File: config.mk
export PLATFORM = sky130hd
export DESIGN_NAME = text_wrap_layout_and_hit_test_top
export DESIGN_NICKNAME = d
export VERILOG_FILES = /design/src/rtl/tw_pkg.sv /design/src/rtl/text_wrap_layout_and_hit_test_top.sv /design/src/rtl/tw_cfg.sv /design/src/rtl/tw_core.sv
export SDC_FILE = /design/constraint.sdc
export NUM_CORES = 1
export LEC_CHECK = 0
export BUFFER_PORTS_ARGS = -buffer_cell sky130_fd_sc_hd__buf_2
export CORE_MARGIN = 5
export CORE_UTILIZATION = 45
export DETAILED_ROUTE_END_ITERATION = 6
export PLACE_DENSITY = 0.65
export SYNTH_ARGS = -nofsm -noshare
export SYNTH_HDL_FRONTEND = slang
export SYNTH_SLANG_ARGS = --single-unit
File: constraint.sdc
create_clock -name clk -period 14.1 [get_ports clk]
set_input_delay 1.41 -clock clk [delete_from_list [all_inputs] [get_ports clk]]
set_output_delay 1.41 -clock clk [all_outputs]
set_load 0.02 [all_outputs]
File: src/rtl/tw_pkg.sv
// Shared types and constants for the text wrap layout and hit test block.
// Used by tw_cfg, tw_core and the top level; depends on nothing else.
`timescale 1ns / 1ps

package tw_pkg;

    localparam int CFG_IDX_W   = 3;
    localparam int CFG_DATA_W  = 16;
    localparam int S_DATA_W    = 8;
    localparam int M_DATA_W    = 96;
    localparam int HIT_INDEX_W = 11;
    localparam int COORD_W     = 16;
    localparam int POS_W       = 18;

    localparam logic [7:0] LINE_HEIGHT_RST = 8'd16;

    typedef enum logic [CFG_IDX_W-1:0] {
        REG_LINE_HEIGHT = 3'd0,
        REG_WRAP_WIDTH  = 3'd1,
        REG_QUERY_X     = 3'd2,
        REG_QUERY_Y     = 3'd3,
        REG_ORIGIN_X    = 3'd4,
        REG_ORIGIN_Y    = 3'd5
    } reg_index_t;

    typedef struct packed {
        logic [7:0]                line_height;
        logic [COORD_W-1:0]        wrap_width;
        logic signed [COORD_W-1:0] query_x;
        logic signed [COORD_W-1:0] query_y;
        logic signed [COORD_W-1:0] origin_x;
        logic signed [COORD_W-1:0] origin_y;
    } cfg_t;

    typedef struct packed {
        logic       is_newline;
        logic [7:0] glyph_width;
        logic       last;
    } item_t;

    typedef struct packed {
        logic                    glyph_valid;
        logic signed [POS_W-1:0] glyph_x;
        logic signed [POS_W-1:0] glyph_y;
        logic [COORD_W-1:0]      extent_width;
        logic [COORD_W-1:0]      extent_height;
        logic [COORD_W-1:0]      end_x;
        logic                    hit_found;
        logic [HIT_INDEX_W-1:0]  hit_index;
        logic                    last_out;
    } result_t;

endpackage

File: src/rtl/text_wrap_layout_and_hit_test_top.sv
// Top level of the text wrap layout and hit test block: stream ports and pipeline registers.
// Depends on tw_pkg, tw_cfg and tw_core.
`timescale 1ns / 1ps

// Takes one character per beat and returns one result beat per character. A beat waits
// in the input register while the layout core updates its state, then moves to the
// result register, which offers it on the output; a new character is taken every cycle
// while the output side does not stall. The sustained rate of one beat per cycle, when
// the output does not stall, is set by the layout core's state update, which the next
// character needs. Both registers hold while the output side stalls.
// The beat with tlast set carries the string totals, and the layout state returns to
// its start afterward.

module text_wrap_layout_and_hit_test_top
#(
    parameter int MAX_CHARS = 1024
)
(
    input  logic                          clk,
    input  logic                          rst_n,
    input  logic                          cfg_wr_en,
    input  logic [tw_pkg::CFG_IDX_W-1:0]  cfg_index,
    input  logic [tw_pkg::CFG_DATA_W-1:0] cfg_data,
    input  logic                          s_tvalid,
    output logic                          s_tready,
    // glyph_width [7:0]
    input  logic [tw_pkg::S_DATA_W-1:0]   s_tdata,
    // is_newline [0]
    input  logic                          s_tuser,
    input  logic                          s_tlast,
    output logic                          m_tvalid,
    input  logic                          m_tready,
    // glyph_x [17:0], glyph_y [35:18], extent_width [51:36], extent_height [67:52],
    // end_x [83:68], hit_found [84], hit_index [95:85]
    output logic [tw_pkg::M_DATA_W-1:0]   m_tdata,
    // glyph_valid [0]
    output logic                          m_tuser,
    output logic                          m_tlast
);

    tw_pkg::cfg_t    cfg;
    tw_pkg::item_t   in_item_reg;
    tw_pkg::result_t step_result;
    tw_pkg::result_t out_reg;
    logic            in_vld_reg, in_vld_next;
    logic            out_vld_reg, out_vld_next;
    logic            s_accept;
    logic            advance;

    tw_cfg u_cfg
    (
        .clk       (clk),
        .rst_n     (rst_n),
        .cfg_wr_en (cfg_wr_en),
        .cfg_index (cfg_index),
        .cfg_data  (cfg_data),
        .cfg       (cfg)
    );

    tw_core
    #(
        .MAX_CHARS (MAX_CHARS)
    )
    u_core
    (
        .clk     (clk),
        .rst_n   (rst_n),
        .step_en (advance),
        .item    (in_item_reg),
        .cfg     (cfg),
        .result  (step_result)
    );

    assign advance  = in_vld_reg && (!out_vld_reg || m_tready);
    assign s_tready = !in_vld_reg || !out_vld_reg || m_tready;
    assign s_accept = s_tvalid && s_tready;

    always_comb
    begin
        in_vld_next = in_vld_reg;
        if (s_accept)
        begin
            in_vld_next = 1'b1;
        end
        else if (advance)
        begin
            in_vld_next = 1'b0;
        end

        out_vld_next = out_vld_reg;
        if (advance)
        begin
            out_vld_next = 1'b1;
        end
        else if (m_tready)
        begin
            out_vld_next = 1'b0;
        end
    end

    always_ff @(posedge clk or negedge rst_n)
    begin
        if (!rst_n)
        begin
            in_vld_reg  <= 1'b0;
            out_vld_reg <= 1'b0;
        end
        else
        begin
            in_vld_reg  <= in_vld_next;
            out_vld_reg <= out_vld_next;
        end
    end

    always_ff @(posedge clk)
    begin
        if (s_accept)
        begin
            in_item_reg.is_newline  <= s_tuser;
            in_item_reg.glyph_width <= s_tdata;
            in_item_reg.last        <= s_tlast;
        end
        if (advance)
        begin
            out_reg <= step_result;
        end
    end

    assign m_tvalid = out_vld_reg;
    assign m_tuser  = out_reg.glyph_valid;
    assign m_tlast  = out_reg.last_out;
    assign m_tdata  = {out_reg.hit_index, out_reg.hit_found, out_reg.end_x,
                       out_reg.extent_height, out_reg.extent_width,
                       out_reg.glyph_y, out_reg.glyph_x};

endmodule

File: src/rtl/tw_cfg.sv
// Configuration register file for the text wrap layout block.
// Depends on tw_pkg for the register indexes and the cfg_t struct.
`timescale 1ns / 1ps

module tw_cfg
(
    input  logic                          clk,
    input  logic                          rst_n,
    input  logic                          cfg_wr_en,
    input  logic [tw_pkg::CFG_IDX_W-1:0]  cfg_index,
    input  logic [tw_pkg::CFG_DATA_W-1:0] cfg_data,
    output tw_pkg::cfg_t                  cfg
);

    tw_pkg::cfg_t cfg_reg;
    tw_pkg::cfg_t cfg_next;

    always_comb
    begin
        cfg_next = cfg_reg;
        if (cfg_wr_en)
        begin
            case (cfg_index)
                tw_pkg::REG_LINE_HEIGHT: cfg_next.line_height = cfg_data[7:0];
                tw_pkg::REG_WRAP_WIDTH:  cfg_next.wrap_width  = cfg_data;
                tw_pkg::REG_QUERY_X:     cfg_next.query_x     = $signed(cfg_data);
                tw_pkg::REG_QUERY_Y:     cfg_next.query_y     = $signed(cfg_data);
                tw_pkg::REG_ORIGIN_X:    cfg_next.origin_x    = $signed(cfg_data);
                tw_pkg::REG_ORIGIN_Y:    cfg_next.origin_y    = $signed(cfg_data);
                default:                 cfg_next = cfg_reg;
            endcase
        end
    end

    always_ff @(posedge clk or negedge rst_n)
    begin
        if (!rst_n)
        begin
            cfg_reg.line_height <= tw_pkg::LINE_HEIGHT_RST;
            cfg_reg.wrap_width  <= '0;
            cfg_reg.query_x     <= '0;
            cfg_reg.query_y     <= '0;
            cfg_reg.origin_x    <= '0;
            cfg_reg.origin_y    <= '0;
        end
        else
        begin
            cfg_reg <= cfg_next;
        end
    end

    assign cfg = cfg_reg;

endmodule

File: src/rtl/tw_core.sv
// Layout state and step logic: pen, line, extent, index and hit test.
// Depends on tw_pkg for cfg_t, item_t and result_t.
`timescale 1ns / 1ps

module tw_core
#(
    parameter int MAX_CHARS = 1024
)
(
    input  logic            clk,
    input  logic            rst_n,
    input  logic            step_en,
    input  tw_pkg::item_t   item,
    input  tw_pkg::cfg_t    cfg,
    output tw_pkg::result_t result
);

    localparam int IDX_W = $clog2(MAX_CHARS + 1);
    localparam int OUT_W = (IDX_W > tw_pkg::HIT_INDEX_W) ? IDX_W : tw_pkg::HIT_INDEX_W;
    localparam logic [IDX_W:0] MAX_EXT = (IDX_W + 1)'(MAX_CHARS);

    function automatic logic [15:0] sat16(input logic [16:0] v);
        return v[16] ? 16'hFFFF : v[15:0];
    endfunction

    logic [15:0]      pen_x_reg, pen_x_next;
    logic [15:0]      line_y_reg, line_y_next;
    logic [15:0]      widest_reg, widest_next;
    logic [IDX_W-1:0] char_index_reg, char_index_next;
    logic             hit_done_reg, hit_done_next;
    logic [IDX_W-1:0] hit_pos_reg, hit_pos_next;

    logic signed [17:0] qx_s, qy_s;
    logic [IDX_W:0]     idx_inc;
    logic [IDX_W-1:0]   idx_next;
    logic               hd_a, hd_b, hd_c;
    logic [IDX_W-1:0]   hp_a, hp_b, hp_c;
    logic [15:0]        line_adv;
    logic [16:0]        pen_sum;
    logic               wrap, adv, adv_hit, glyph_hit, near;
    logic [15:0]        pen1, line1, widest1, pen2, widest2;
    logic [16:0]        line_lh;
    logic signed [17:0] diff;
    logic [IDX_W-1:0]   hit_sel;
    logic [OUT_W-1:0]   hit_wide;

    assign qx_s = {{2{cfg.query_x[15]}}, cfg.query_x};
    assign qy_s = {{2{cfg.query_y[15]}}, cfg.query_y};

    always_comb
    begin
        idx_inc  = {1'b0, char_index_reg} + {{IDX_W{1'b0}}, 1'b1};
        idx_next = (idx_inc > MAX_EXT) ? MAX_EXT[IDX_W-1:0] : idx_inc[IDX_W-1:0];

        // A query above the string resolves to index zero on the first open item.
        hd_a = hit_done_reg;
        hp_a = hit_pos_reg;
        if (!hd_a && cfg.query_y[15])
        begin
            hd_a = 1'b1;
            hp_a = '0;
        end

        line_adv = sat16({1'b0, line_y_reg} + {9'b0, cfg.line_height});
        pen_sum  = {1'b0, pen_x_reg} + {9'b0, item.glyph_width};
        wrap     = !item.is_newline && (cfg.wrap_width != '0) && (pen_x_reg != '0)
                   && (pen_sum > {1'b0, cfg.wrap_width});
        adv      = item.is_newline || wrap;

        pen1    = adv ? 16'd0 : pen_x_reg;
        line1   = adv ? line_adv : line_y_reg;
        widest1 = (adv && (pen_x_reg > widest_reg)) ? pen_x_reg : widest_reg;

        adv_hit = adv && !hd_a && ($signed({2'b0, line1}) > qy_s);
        hd_b    = hd_a || adv_hit;
        hp_b    = adv_hit ? char_index_reg : hp_a;

        pen2    = item.is_newline ? 16'd0 : sat16({1'b0, pen1} + {9'b0, item.glyph_width});
        widest2 = (!item.is_newline && (pen2 > widest1)) ? pen2 : widest1;
        line_lh = {1'b0, line1} + {9'b0, cfg.line_height};

        // The glyph hit picks the nearer edge of the glyph.
        diff      = $signed({2'b0, pen2}) - qx_s;
        near      = diff > $signed({11'b0, item.glyph_width[7:1]});
        glyph_hit = !item.is_newline && !hd_b && ($signed({2'b0, pen2}) > qx_s)
                    && ($signed({1'b0, line_lh}) > qy_s);
        hd_c      = hd_b || glyph_hit;
        hp_c      = glyph_hit ? (near ? char_index_reg : idx_next) : hp_b;

        hit_sel  = hd_c ? hp_c : idx_next;
        hit_wide = OUT_W'(hit_sel);

        result.glyph_valid   = !item.is_newline;
        result.glyph_x       = item.is_newline ? '0
                               : ({{2{cfg.origin_x[15]}}, cfg.origin_x} + $signed({2'b0, pen1}));
        result.glyph_y       = item.is_newline ? '0
                               : ({{2{cfg.origin_y[15]}}, cfg.origin_y} + $signed({2'b0, line1}));
        result.extent_width  = widest2;
        result.extent_height = sat16(line_lh);
        result.end_x         = pen2;
        result.hit_found     = hd_c;
        result.hit_index     = hit_wide[tw_pkg::HIT_INDEX_W-1:0];
        result.last_out      = item.last;

        pen_x_next      = pen_x_reg;
        line_y_next     = line_y_reg;
        widest_next     = widest_reg;
        char_index_next = char_index_reg;
        hit_done_next   = hit_done_reg;
        hit_pos_next    = hit_pos_reg;
        if (step_en)
        begin
            if (item.last)
            begin
                pen_x_next      = '0;
                line_y_next     = '0;
                widest_next     = '0;
                char_index_next = '0;
                hit_done_next   = 1'b0;
                hit_pos_next    = '0;
            end
            else
            begin
                pen_x_next      = pen2;
                line_y_next     = line1;
                widest_next     = widest2;
                char_index_next = idx_next;
                hit_done_next   = hd_c;
                hit_pos_next    = hp_c;
            end
        end
    end

    always_ff @(posedge clk or negedge rst_n)
    begin
        if (!rst_n)
        begin
            pen_x_reg      <= '0;
            line_y_reg     <= '0;
            widest_reg     <= '0;
            char_index_reg <= '0;
            hit_done_reg   <= 1'b0;
            hit_pos_reg    <= '0;
        end
        else
        begin
            pen_x_reg      <= pen_x_next;
            line_y_reg     <= line_y_next;
            widest_reg     <= widest_next;
            char_index_reg <= char_index_next;
            hit_done_reg   <= hit_done_next;
            hit_pos_reg    <= hit_pos_next;
        end
    end

endmodule
==> impl_metrics.py <==
metrics = {
    "placed_design": {
        "placed_cell_area_mm2": 0.0193,
        "port_buffers": 133,
        "gp_congestion": 0.938,
        "dp_hpwl_um": 38600,
        "dp_worst_setup_slack_ps": 2520,
        "dp_cells": 2483,
    },
    "sta": {
        "worst_slew_pin_slew_ps": 1210,
        "setup_tns_ps": 0,
        "max_freq_mhz": 84.7,
        "finalHoldViolations": 0,
        "drv_slew": 0,
        "period_needed_ps": 11800,
        "fin_crit_sh_pct": 83.7,
        "skew_ps": 14.7,
        "slew_headroom_pct": 19.4,
        "setup_viol": 0,
        "layout_setup_ws_ps": 2300,
        "rsz0062_at_grt": "false",
    },
    "power": {
        "p_total_uw": 3190,
        "ir_drop_v": 0.000109,
        "cellPowerDensity_mw_per_mm2": 156,
        "p_leak_uw": 0.00903,
    },
    "detailed_routing": {
        "wl_um": 53000,
        "first_iter_violations": 1245,
        "via_per_inst": 5.90,
        "dr.pass1.iters": 6,
        "num_vias": 15000,
        "wire_per_inst_um": 20.9,
        "ant_nets": 0,
        "drc": 0,
    },
    "cts": {
        "cts_hold_buf": 0,
        "cts_tree": "built",
        "clock_path_buffers": 3,
        "root_buffer": "clkbuf_16",
        "cts_buffers": 31,
        "cts_sinks": 269,
        "clock_latency_ps": 600,
        "cts_max_level": 1,
        "cts_resized": 0,
        "cts_setup_buffers": 0,
        "cts.clk_slew.worst_paths_ps": 70,
    },
    "setup_path": {
        "critPathCaptureType": "flip-flop",
        "cp_data_required_time_ps": 14540,
        "crit_top_cell": "ha_1",
        "r2r_end": "u_core.hit_pos_reg[7]",
        "reg2reg_slack_ps": 2300,
        "slowest_delay_ps": 800,
        "reg2reg_depth": 50,
        "critical_path_class": "reg -> reg",
        "crit_arrival_ps": 12240,
        "crit_start": "u_core.pen_x_reg[1]",
        "slowest_stage": "o31a_1",
        "crit_end": "u_core.hit_pos_reg[7]",
        "r2r-start": "u_core.pen_x_reg[1]",
        "critPathLaunchType": "flip-flop",
        "path_max_fanout": 19,
    },
    "finish": {
        "final_common_cell": "ha_1",
        "drive_gt1_share_pct": 14.8,
        "fin_area_mm2": 0.0204,
        "n_antenna_cell": 0,
        "finalNonFillerCells": 2541,
        "largest_register_ffs": 96,
        "fillers": 3628,
        "num-nets-final": 2195,
        "area_growth_pct": 12.1,
        "final_cell_mix": "ha_1, dfrtp_1, inv_1",
    },
    "global_route": {
        "gr-usage-all-layers_pct": 23.1,
        "gr-max-usage-layer": "met2",
        "grt_pass1_vias": 14500,
        "antenna_found_initial": 1,
        "grt_use_met3_pct": 2.70,
        "grtUsageMet1_pct": 33.4,
        "grt_pass1_wl_um": 82100,
        "grtUsageMet2_pct": 36.6,
        "grt_overflow": 0,
        "grt_max_degree": 98,
    },
    "floorplan": {
        "fp.dieH_um": 211,
        "num_io_pins": 134,
        "start_util_pct": 45.6,
        "core_region_area_mm2": 0.0399,
        "rows": 73,
        "die_width_um": 211,
        "die-area_mm2": 0.0446,
    },
    "yosys": {
        "async_flop_share_pct": 59.9,
        "synth-main-ff-cell": "dfrtp_1",
        "syn_nets": 2095,
        "synth_cell_types": 93,
        "synth_edf_count": 108,
        "avgSynthCellArea_um2": 9.62,
        "yosysSeqAreaShare_pct": 40.0,
        "synth-seq-cells": 269,
        "synthCells": 1891,
        "syn_area_mm2": 0.0182,
        "synth_warnings": 0,
    },
    "job": {
        "maxCapViolations": 0,
    },
    "status": {
        "outcome": "finished clean",
    },
    "hold_path": {
        "holdCritPathClass": "reg -> reg",
    },
}
==> layout make-up <==
class                      instances  area [um2]  area share (%)
multi-input combinational       1393       10000            49.2
clock inverter                    15         168           0.822
clock buffer                      43         902            4.42
timing repair buffer             151         807            3.96
inverter                         145         547            2.68
sequential                       269        7270            35.7
tap                              525         657            3.22
==> where the power goes <==
group	internal, uW	total, uW	leakage, uW	switching (uW)
combinational	500	1260	0.00538	757
sequential	991	1090	0.00312	95.5
clock	502	843	0.000528	341
==> synth_stat cells, types with 7 or more instances <==
| library cell | number | area share (%) |
|---|---|---|
| clkbuf_1 | 67 | 1.4 |
| nand2b_1 | 39 | 1.3 |
| a21boi_0 | 8 | 0.33 |
| and3_1 | 17 | 0.58 |
| a21o_1 | 36 | 1.5 |
| o21a_1 | 18 | 0.74 |
| nand3_1 | 65 | 1.8 |
| nor3_1 | 28 | 0.77 |
| o22ai_1 | 11 | 0.38 |
| a22o_1 | 16 | 0.77 |
| a32o_1 | 14 | 0.77 |
| o21ai_1 | 11 | 0.30 |
| nor3b_1 | 7 | 0.29 |
| dfrtp_1 | 160 | 22 |
| inv_1 | 143 | 3.0 |
| xor2_1 | 20 | 0.96 |
| a21oi_1 | 104 | 2.9 |
| edfxtp_1 | 108 | 18 |
| a211oi_1 | 10 | 0.41 |
| mux2i_1 | 34 | 1.9 |
| mux2_2 | 59 | 3.7 |
| a31oi_1 | 14 | 0.48 |
| ha_1 | 165 | 11 |
| xnor2_1 | 66 | 3.2 |
| nor2_1 | 124 | 2.6 |
| nand4_1 | 30 | 1.0 |
| and2_1 | 35 | 1.2 |
| a22oi_1 | 18 | 0.74 |
| o21bai_1 | 18 | 0.74 |
| nor2b_1 | 25 | 0.86 |
| o31ai_1 | 11 | 0.45 |
| a222oi_1 | 7 | 0.39 |
| nand2_1 | 129 | 2.7 |
| o21ai_0 | 127 | 3.5 |
| nor4_1 | 16 | 0.55 |
| o221ai_1 | 7 | 0.34 |
==> per-stage QoR <==
| stage | utilization (%) | hold slack, ps |
|---|---|---|
| 2_1_floorplan | - | 443 |
| 3_3_place_gp | 48.4 | 476 |
| 3_5_place_dp | 48.4 | 478 |
| 4_1_cts | 51.1 | 505 |
| 5_1_grt | 51.1 | 513 |
| 6_report | 51.1 | 503 |
==> cell families after synthesis <==
group | share of synthesized area [%]
and+or+nand+nor | 15.0
AOI/OAI and AO/OA | 18.2
DFF | 40.0
buffers and inverters | 4.96
adders and majority gates | 12.2
muxes | 5.52
xor gates and xnor gates | 4.14
==> worst min-delay path by stage <==
| stage | start | to | slack [ps] | depth (start not counted) |
|---|---|---|---|---|
| 5_1_grt | u_cfg.cfg[39] | u_cfg.cfg[39] | 510 | 1 |
| 3_3_place_gp | in_item_reg[0] | m_tlast | 480 | 0 |
| 3_5_place_dp | in_item_reg[0] | m_tlast | 480 | 0 |
| 4_1_cts | in_item_reg[0] | m_tlast | 500 | 0 |
| 2_1_floorplan | in_item_reg[0] | m_tlast | 440 | 0 |
| 6_report | u_core.hit_pos_reg[10] | u_core.hit_pos_reg[10] | 500 | 2 |
==> critical path, delay by kind of cell, from the launching register on <==
family | cells | cell delay, ps
xor gates and xnor gates | 1 | 90
AOI/OAI and AO/OA | 24 | 5110
adders and majority gates | 8 | 2400
buffers and inverters | 3 | 390
and+or+nand+nor | 14 | 3060
DFF | 1 | 590
==> per-layer routing <==
layer | routed length [um] | part of all wire [%]
met1 | 23900 | 45
met2 | 24100 | 45
met3 | 3540 | 6.7
met4 | 1500 | 2.8
met5 | 0 | 0
Power figures use the tool's default switching activity.
